### config.mk
export PLATFORM = sky130hd
export DESIGN_NAME = address_flagged_frame_receiver_flat
export DESIGN_NICKNAME = d
export VERILOG_FILES = /design/src/rtl/core/affr_pkg.sv /design/src/rtl/core/affr_if.sv /design/src/rtl/core/address_flagged_frame_receiver.sv /design/src/rtl/core/affr_frame_engine.sv /design/src/flat_wrapper.sv
export SDC_FILE = /design/constraint.sdc
export NUM_CORES = 1
export LEC_CHECK = 0
export BUFFER_PORTS_ARGS = -buffer_cell sky130_fd_sc_hd__buf_2
export CAP_MARGIN = 0
export CELL_PAD_IN_SITES_DETAIL_PLACEMENT = 1
export CELL_PAD_IN_SITES_GLOBAL_PLACEMENT = 1
export CORE_UTILIZATION = 47
export DETAILED_ROUTE_END_ITERATION = 16
export PLACE_DENSITY = 0.8
export SETUP_SLACK_MARGIN = 0.15
export SYNTH_ARGS = -nofsm -noshare
export SYNTH_HDL_FRONTEND = slang
export SYNTH_SLANG_ARGS = --single-unit
export TNS_END_PERCENT = 5
### constraint.sdc
create_clock -name clk -period 3.9 [get_ports clk]
set_input_delay 0.195 -clock clk [delete_from_list [all_inputs] [get_ports clk]]
set_output_delay 0.195 -clock clk [all_outputs]
set_load 0.1 [all_outputs]
### src/rtl/core/affr_pkg.sv
// Shared types and constants for the address-flagged frame receiver.
`default_nettype none

package affr_pkg;

    localparam int unsigned BYTE_W  = 8;
    localparam int unsigned WORD_W  = 16;
    localparam int unsigned CFG_W   = 8;
    localparam int unsigned CFG_IDX_W = 1;

    localparam logic [CFG_IDX_W-1:0] CFG_HEADER_STATUS  = 1'b0;
    localparam logic [CFG_IDX_W-1:0] CFG_HEADER_MEASURE = 1'b1;

    localparam logic FRAME_KIND_STATUS  = 1'b0;
    localparam logic FRAME_KIND_MEASURE = 1'b1;

    typedef enum logic [2:0] {
        KIND_NONE    = 3'b001,
        KIND_STATUS  = 3'b010,
        KIND_MEASURE = 3'b100
    } open_kind_t;

    typedef struct packed {
        logic [BYTE_W-1:0] rx_byte;
        logic              is_address;
    } rx_item_t;

    typedef struct packed {
        logic              frame_kind;
        logic [WORD_W-1:0] first_word;
        logic [WORD_W-1:0] second_word;
        logic              checksum_good;
    } frame_item_t;

    typedef struct packed {
        logic [BYTE_W-1:0] header_code_status;
        logic [BYTE_W-1:0] header_code_measure;
    } header_cfg_t;

endpackage

`default_nettype wire

### src/rtl/core/affr_if.sv
// Valid/ready channel interfaces for received bytes and decoded frames.
`default_nettype none

interface affr_rx_if;
    logic       valid;
    logic       ready;
    logic [7:0] rx_byte;
    logic       is_address;

    modport source (output valid, output rx_byte, output is_address, input ready);
    modport sink   (input valid, input rx_byte, input is_address, output ready);
endinterface

interface affr_frame_if;
    logic        valid;
    logic        ready;
    logic        frame_kind;
    logic [15:0] first_word;
    logic [15:0] second_word;
    logic        checksum_good;

    modport source (output valid, output frame_kind, output first_word,
                    output second_word, output checksum_good, input ready);
    modport sink   (input valid, input frame_kind, input first_word,
                    input second_word, input checksum_good, output ready);
endinterface

`default_nettype wire

### src/rtl/core/address_flagged_frame_receiver.sv
// A frame's result is written to the result register once its checksum byte leaves the input register.
// Throughput: one byte transaction per cycle while the result side takes results.
// Each byte passes an input register, then one pass of compare, add and select
// into the result register; while a result waits, one more byte can enter the input register.
// Reset: rst_n clears both header codes to zero, closes any open frame and
// empties the input and result registers.
`default_nettype none

module address_flagged_frame_receiver
    import affr_pkg::*;
#(
    parameter int unsigned FRAME_LENGTH = 6
)
(
    input  wire logic                 clk,
    input  wire logic                 rst_n,
    input  wire logic                 cfg_we,
    input  wire logic [CFG_IDX_W-1:0] cfg_index,
    input  wire logic [CFG_W-1:0]     cfg_data,
    affr_rx_if.sink                   rx,
    affr_frame_if.source              frame
);

    header_cfg_t hdr_cfg_reg;
    logic        in_valid_reg;
    rx_item_t    in_item_reg;
    logic        out_valid_reg, out_valid_next;
    frame_item_t out_item_reg;
    logic        advance;
    logic        emit;
    frame_item_t result;

    always_ff @(posedge clk or negedge rst_n)
    begin
        if (!rst_n)
        begin
            hdr_cfg_reg <= '0;
        end
        else if (cfg_we)
        begin
            unique case (cfg_index)
                CFG_HEADER_STATUS:  hdr_cfg_reg.header_code_status  <= cfg_data;
                CFG_HEADER_MEASURE: hdr_cfg_reg.header_code_measure <= cfg_data;
                default:            hdr_cfg_reg <= hdr_cfg_reg;
            endcase
        end
    end

    assign advance  = in_valid_reg && (!out_valid_reg || frame.ready);
    assign rx.ready = !in_valid_reg || advance;

    always_ff @(posedge clk or negedge rst_n)
    begin
        if (!rst_n)
        begin
            in_valid_reg <= 1'b0;
        end
        else if (rx.ready)
        begin
            in_valid_reg <= rx.valid;
        end
    end

    always_ff @(posedge clk)
    begin
        if (rx.ready && rx.valid)
        begin
            in_item_reg.rx_byte    <= rx.rx_byte;
            in_item_reg.is_address <= rx.is_address;
        end
    end

    affr_frame_engine #(
        .FRAME_LENGTH (FRAME_LENGTH)
    ) u_engine (
        .clk     (clk),
        .rst_n   (rst_n),
        .step    (advance),
        .item    (in_item_reg),
        .hdr_cfg (hdr_cfg_reg),
        .emit    (emit),
        .result  (result)
    );

    always_comb
    begin
        out_valid_next = out_valid_reg;
        if (advance)
        begin
            out_valid_next = emit;
        end
        else if (frame.ready)
        begin
            out_valid_next = 1'b0;
        end
    end

    always_ff @(posedge clk or negedge rst_n)
    begin
        if (!rst_n)
        begin
            out_valid_reg <= 1'b0;
        end
        else
        begin
            out_valid_reg <= out_valid_next;
        end
    end

    always_ff @(posedge clk)
    begin
        if (advance && emit)
        begin
            out_item_reg <= result;
        end
    end

    assign frame.valid         = out_valid_reg;
    assign frame.frame_kind    = out_item_reg.frame_kind;
    assign frame.first_word    = out_item_reg.first_word;
    assign frame.second_word   = out_item_reg.second_word;
    assign frame.checksum_good = out_item_reg.checksum_good;

endmodule

`default_nettype wire

### src/rtl/core/affr_frame_engine.sv
// Frame state tracking, byte capture, running checksum and result formation.
`default_nettype none

module affr_frame_engine
    import affr_pkg::*;
#(
    parameter int unsigned FRAME_LENGTH = 6
)
(
    input  wire logic        clk,
    input  wire logic        rst_n,
    input  wire logic        step,
    input  wire rx_item_t    item,
    input  wire header_cfg_t hdr_cfg,
    output logic             emit,
    output frame_item_t      result
);

    localparam int unsigned CNT_W = $clog2(FRAME_LENGTH);
    localparam logic [CNT_W-1:0] LAST_POS = CNT_W'(FRAME_LENGTH - 1);
    localparam int unsigned POS_W = 5;

    open_kind_t        kind_reg, kind_next;
    logic [CNT_W-1:0]  count_reg, count_next;
    logic [BYTE_W-1:0] sum_reg, sum_next;
    logic [BYTE_W-1:0] word_bytes_reg [1:4];
    logic [BYTE_W-1:0] word_bytes_out [1:4];
    logic              hit_status;
    logic              hit_measure;
    logic              store_data;

    assign hit_status  = item.is_address && (item.rx_byte == hdr_cfg.header_code_status);
    assign hit_measure = item.is_address && !hit_status
                         && (item.rx_byte == hdr_cfg.header_code_measure);

    always_comb
    begin
        kind_next  = kind_reg;
        count_next = count_reg;
        sum_next   = sum_reg;
        emit       = 1'b0;
        store_data = 1'b0;
        if (step)
        begin
            if (item.is_address)
            begin
                if (hit_status || hit_measure)
                begin
                    kind_next  = hit_status ? KIND_STATUS : KIND_MEASURE;
                    count_next = CNT_W'(1);
                    sum_next   = item.rx_byte;
                end
            end
            else
            begin
                unique case (kind_reg)
                    KIND_NONE:
                    begin
                        kind_next = KIND_NONE;
                    end
                    KIND_STATUS, KIND_MEASURE:
                    begin
                        if (count_reg != LAST_POS)
                        begin
                            store_data = 1'b1;
                            sum_next   = sum_reg + item.rx_byte;
                            count_next = count_reg + CNT_W'(1);
                        end
                        else
                        begin
                            emit       = 1'b1;
                            kind_next  = KIND_NONE;
                            count_next = '0;
                        end
                    end
                    default:
                    begin
                        kind_next  = KIND_NONE;
                        count_next = '0;
                    end
                endcase
            end
        end
    end

    always_ff @(posedge clk or negedge rst_n)
    begin
        if (!rst_n)
        begin
            kind_reg  <= KIND_NONE;
            count_reg <= '0;
        end
        else
        begin
            kind_reg  <= kind_next;
            count_reg <= count_next;
        end
    end

    always_ff @(posedge clk)
    begin
        sum_reg <= sum_next;
    end

    for (genvar p = 1; p <= 4; p++)
    begin : g_word_byte
        localparam bit KEEP = (p < FRAME_LENGTH - 1);

        always_ff @(posedge clk)
        begin
            if (KEEP && store_data && (POS_W'(count_reg) == POS_W'(p)))
            begin
                word_bytes_reg[p] <= item.rx_byte;
            end
        end

        assign word_bytes_out[p] = KEEP ? word_bytes_reg[p] : '0;
    end

    assign result.frame_kind    = (kind_reg == KIND_MEASURE) ? FRAME_KIND_MEASURE
                                                             : FRAME_KIND_STATUS;
    assign result.first_word    = {word_bytes_out[1], word_bytes_out[2]};
    assign result.second_word   = {word_bytes_out[3], word_bytes_out[4]};
    assign result.checksum_good = (item.rx_byte == ~sum_reg);

endmodule

`default_nettype wire
### src/flat_wrapper.sv
// flat-port wrapper written by rule: the top's interface ports become plain ports
module address_flagged_frame_receiver_flat import affr_pkg::*;
#(
    parameter int unsigned FRAME_LENGTH = 6
)
  (clk, rst_n, cfg_we, cfg_index, cfg_data, rx_valid, rx_rx_byte, rx_is_address, rx_ready, frame_valid, frame_frame_kind, frame_first_word, frame_second_word, frame_checksum_good, frame_ready);
  affr_rx_if rx_i ();
  affr_frame_if frame_i ();
  input  wire logic clk;
  input  wire logic rst_n;
  input  wire logic cfg_we;
  input  wire logic [CFG_IDX_W-1:0] cfg_index;
  input  wire logic [CFG_W-1:0] cfg_data;
  input wire logic [$bits(rx_i.valid)-1:0] rx_valid;
  input wire logic [$bits(rx_i.rx_byte)-1:0] rx_rx_byte;
  input wire logic [$bits(rx_i.is_address)-1:0] rx_is_address;
  output wire logic [$bits(rx_i.ready)-1:0] rx_ready;
  output wire logic [$bits(frame_i.valid)-1:0] frame_valid;
  output wire logic [$bits(frame_i.frame_kind)-1:0] frame_frame_kind;
  output wire logic [$bits(frame_i.first_word)-1:0] frame_first_word;
  output wire logic [$bits(frame_i.second_word)-1:0] frame_second_word;
  output wire logic [$bits(frame_i.checksum_good)-1:0] frame_checksum_good;
  input wire logic [$bits(frame_i.ready)-1:0] frame_ready;
  assign rx_i.valid = rx_valid;
  assign rx_i.rx_byte = rx_rx_byte;
  assign rx_i.is_address = rx_is_address;
  assign rx_ready = rx_i.ready;
  assign frame_valid = frame_i.valid;
  assign frame_frame_kind = frame_i.frame_kind;
  assign frame_first_word = frame_i.first_word;
  assign frame_second_word = frame_i.second_word;
  assign frame_checksum_good = frame_i.checksum_good;
  assign frame_i.ready = frame_ready;
  address_flagged_frame_receiver #(.FRAME_LENGTH(FRAME_LENGTH)) u_core (.clk(clk), .rst_n(rst_n), .cfg_we(cfg_we), .cfg_index(cfg_index), .cfg_data(cfg_data), .rx(rx_i), .frame(frame_i));
endmodule
### Word-level counts from Yosys, hierarchy flattened

Memories as Yosys holds them, arrays and structs flattened. A register that Yosys moved wholly into a read port is not among the register bits.
Index checks and enable logic that the tools add are counted.

* register bits: 43
* memory bits (writable): 32
* bits of input ports: 23
* logic and storage cells: 99
* memories: 1

* add/sub/neg operators: 2
* equal/unequal tests: 14
* muxes and demuxes: 41
* bitwise operators: 2
* reductions and logical operators: 28

Memory list
* u_core.u_engine.word_bytes_reg: words 4, bits a word 8, read ports 4, clocked after memory_dff 4, write ports 1, RTL line affr_frame_engine.sv:26 `logic [BYTE_W-1:0] word_bytes_reg [1:4];`

Operators with widths (number)
* 8-bit two-way mux: 7
* 3-bit two-way mux: 11
* 8-bit equality test: 3
* 8-bit OR reduction: 3
* 1-bit two-way mux: 22
* 1-bit logical AND: 10
* 3-bit by 2-bit equality test with 1-bit output, second input constant: 3
* 8-bit adder: 1
* 8-bit NOT: 1
* 3-bit by 1-bit equality test with 1-bit output, second input constant: 2
* 3-bit equality test, second input constant: 2
* 3-bit case mux with 2 select lines: 1
* 3-bit AND reduction: 2
* 2-bit nonzero test: 3
* 2-bit AND reduction: 2
* 4-bit AND reduction: 1
* 3-bit by 1-bit adder with 3-bit output, second input constant: 1
* 1-bit logical NOT: 3
* 1-bit logical OR: 3
* 3-bit by 2-bit != test with 1-bit output, second input constant: 1
* 3-bit != test, second input constant: 1
* 2-bit by 1-bit != test with 1-bit output, second input constant: 1
* 2-bit != test, second input constant: 1
* 2-bit OR reduction: 1
* 1-bit NOT: 1

### Logic depth before layout (Yosys ltp)

* depth in word-level cells: 12
* mapped depth: 8
* mapped depth without buffers: 8

### Hierarchy

Synthesis repeated with hierarchy kept, for this count alone.

* cell total of the unflattened synthesis: 257
* area, all modules: 4232.8 µm²

By module, submodules not included
* affr_frame_engine: instances 1, cells an instance 169, area each 2203.4 µm²
* address_flagged_frame_receiver: instances 1, cells an instance 88, area each 2029.4 µm²

### Worst setup path after synthesis

No wires, ideal clock.

* kind: register -> register
* start: reg u_core.out_valid_reg, in the netlist u_core.frame.valid
* end: reg frame_first_word[0] (netlist name)
* library setup time: 425 ps
* data arrival time: 2893 ps
* slack: 582 ps
* cell stages (with the launch flop): 6
* buffers on the path: 1
* period minus slack after synthesis: 3318 ps
* cells stage by stage: dfrtp_1 nand2b_1 and2_0 clkbuf_1 nand2_1 nor2_1

* cells in the longest elaborated chain, start to end: 5

Ends and longest elaborated chain
* from (decl): RTL line address_flagged_frame_receiver.sv:27 `logic out_valid_reg, out_valid_next;`
* from (signal assigned): RTL line address_flagged_frame_receiver.sv:106 `out_valid_reg <= out_valid_next;`
* 1-bit logical NOT (*): RTL line address_flagged_frame_receiver.sv:49 `assign advance = in_valid_reg && (!out_valid_reg || frame.ready);`
* 1-bit logical OR (*): RTL line address_flagged_frame_receiver.sv:49
* 1-bit logical AND (*): RTL line address_flagged_frame_receiver.sv:49
* 1-bit two-way mux: RTL line affr_frame_engine.sv:43 `if (step)`
* 1-bit logical AND (*): RTL line address_flagged_frame_receiver.sv:112 `if (advance && emit)`

Every way passes the cells marked *; elsewhere a longest branch is shown, timed or not.
A chain may end at the register's enable or synchronous reset.

==> results.cfg <==
[run_status]
status = complete, no violations

[clock_network]
postCtsSetupBuffers = 0
clock_sink_count = 107
clock_path_buffers = 2
clk_latency_ns = 0.36
cts_tree = done
cts-htree-levels = 3
root_buffer = clkbuf_8
path_clk_slew_ns = 0.10
cts_made_buffers = 9

[final_layout]
layout.nets = 360
insertedDiodeCount = 0
utilization_pct = 55.8
layout-drive-gt1-share_pct = 30.0
largest_reg_flops = 32
area_delta_synth_final_pct = 15.6
finalNonFillerCells = 441
fillers = 853

[floorplanning]
die_y_um = 96.4
dieArea_um2 = 9290
core_area_um2 = 8680
num_rows = 34
initial_utilization_pct = 48.3
die_x_um = 96.4
io_pins = 59

[sta]
tightest_slew_ns = 0.770
period_share_pct = 64.2
report.final.slew_viol_count = 0
relSlewSlack_pct = 48.4
setup_viol = 0
rsz0062_at_grt = no
fin_tns_setup_ns = 0
fin_worst_skew_ns = 0.0144
hold_viol = 0
fmaxAchievable_mhz = 399
fin_crit_ns = 2.50

[synthesis]
synth.area.top_cells = edfxtp_1, dfrtp_1, mux2_2, xnor2_1, ha_1
ys_types = 46
synth_seq_cells = 107
syn_avg_cell_area_um2 = 16.2
yosys-top-cells-count = edfxtp_1, dfrtp_1, xnor2_1
synth_nets = 290
yosysTopAreaCell = edfxtp_1
yosys.cell_count.top_type = edfxtp_1
synth_top_area_share_pct = 59.5
synth_edf_count = 83
synthCells = 258
ys_warn_count = 0
netlist_area_um2 = 4190
seq_area_frac_synth_pct = 73.9
synthArstFlopShare_pct = 22.4
ys.flop_type = edfxtp_1

[global_routing]
grt_pass1_vias = 2520
grt_use_total_pct = 19.2
antenna_found_initial = 0
grt_max_degree = 35
overflow = 0
grt_pass1_wl_um = 12800

[detailed_routing]
wl_um = 8210
dr.first_iter.drc_count = 77
vias_per_cell = 5.43
first_pass_iters = 4
post_drt_wl_per_cell_um = 18.6
drc = 0
postRouteAntennaNets = 0
via_count = 2393

[setup_path]
cp-end-kind = register
crit_type = register to register
crit_arrival_ns = 2.49
cp_max_fo = 23
crit_required_ns = 3.89
critPathLaunchType = register

[power]
p_per_area_nw_per_um2 = 472
peakVddDrop_mv = 0.208
p_leak_uw = 0.00179

[hold_path]
hold_class = input pin to register

[place]
numPortBuffers = 58
dp_hpwl_um = 5950
dp_cells = 422
globalplace.congestion = 0.756

[flow_run]
maxCapViolCount = 0
## metrics by stage
| step | setup slack, ns | power [uW] | cell area, um^2 | hold WS, ns |
|---|---|---|---|---|
| 3_3_place_gp | 1.52 | 1640 | 4620 | 0.204 |
| 2_1_floorplan | 0.582 | 1570 | 4190 | -0.101 |
| 5_1_grt | 1.26 | 2380 | 4840 | 0.00345 |
| 6_report | 1.40 | 2290 | 4840 | 0.0158 |
| 4_1_cts | 1.42 | 2310 | 4830 | 0.000648 |
| 3_5_place_dp | 1.45 | 1660 | 4620 | 0.204 |
## cell type report
| cell class | instances | area (um^2) | area share, % |
|---|---|---|---|
| clock inverters | 6 | 56.3 | 1.16 |
| repair buffers | 64 | 343 | 7.08 |
| flip-flops and latches | 107 | 3090 | 63.9 |
| multi-input cells | 139 | 1050 | 21.7 |
| clock buffers | 10 | 138 | 2.84 |
| well taps | 108 | 135 | 2.79 |
| inverters | 7 | 26.3 | 0.542 |
## where the power goes
part / total (uW) / internal (uW) / switching, uW
Sequential: 1380 / 1300 / 74.9
Combinational: 261 / 125 / 136
Clock: 652 / 264 / 388
Total: 2290 / 1690 / 599
## layer usage
layer	track usage (%)	vias to the layer above	wire length (um)
met3	3.68	16	369
met2	33.2	80	4110
met5	0	-	0
met4	6.37	0	149
met1	24.2	1198	3580
li1	-	1099	-
## timing repair
item | in CTS | in global routing
hold endpoints to repair | 24 | 1
gates resized for setup | 0 | 0
hold buffers | 2 | 1
## final timing paths
path / cells after the start / from / to / slack [ns]
max: 3 / u_core.in_item_reg[0] / u_core.u_engine.word_bytes_reg[0][30] / 1.40
min: 1 / rx_rx_byte[3] / u_core.in_item_reg[4] / 0.02
max reg2reg: 3 / u_core.in_item_reg[0] / u_core.u_engine.word_bytes_reg[0][30] / 1.40
min reg2reg: 0 / u_core.u_engine.word_bytes_reg[0][25] / frame_second_word[9] / 0.42
max in group asynchronous: 2 / rst_n / u_core.u_engine.kind_reg[0] / 3.20
min in group asynchronous: 2 / rst_n / u_core.hdr_cfg_reg[12] / 0.33
## cell usage in the layout, fill, tap and decap left out, types with 3 or more instances in the layout
master	Yosys	routed
buf_2	1	58
nor2_1	10	9
nand2_1	11	11
xnor2_1	18	18
o21ai_0	6	6
nor3b_1	3	3
o21ai_1	6	6
nand2b_1	3	3
nand4_1	5	5
a21oi_1	9	9
nor3_1	4	4
dlygate4sd3_1	0	3
buf_4	0	3
inv_1	7	7
clkbuf_8	0	10
dfrtp_1	23	23
mux2_2	17	17
ha_1	8	8
edfxtp_1	83	83
nor2b_1	5	5
xor2_1	3	3
## logic make-up (layout without fill, tap and decap cells)
group                      Yosys count  in the layout  share of synthesized area, %
AOI/OAI and AO/OA                   34             34                          5.35
xor gates and xnor gates            21             21                          4.39
adders and majority gates            9              9                          2.87
buffers and inverters               12             87                          1.11
DFF                                107            107                          73.9
muxes                               20             20                          5.35
and+or+nand+nor                     55             55                          7.08
## worst max-delay path, cell delays in order (launching register included)
cell and delay [ns]:
edfxtp_1 0.72, nor3_1 0.51, nand2_1 0.24, nor2_1 0.66
No activity file was read; power rests on OpenSTA's default activity.
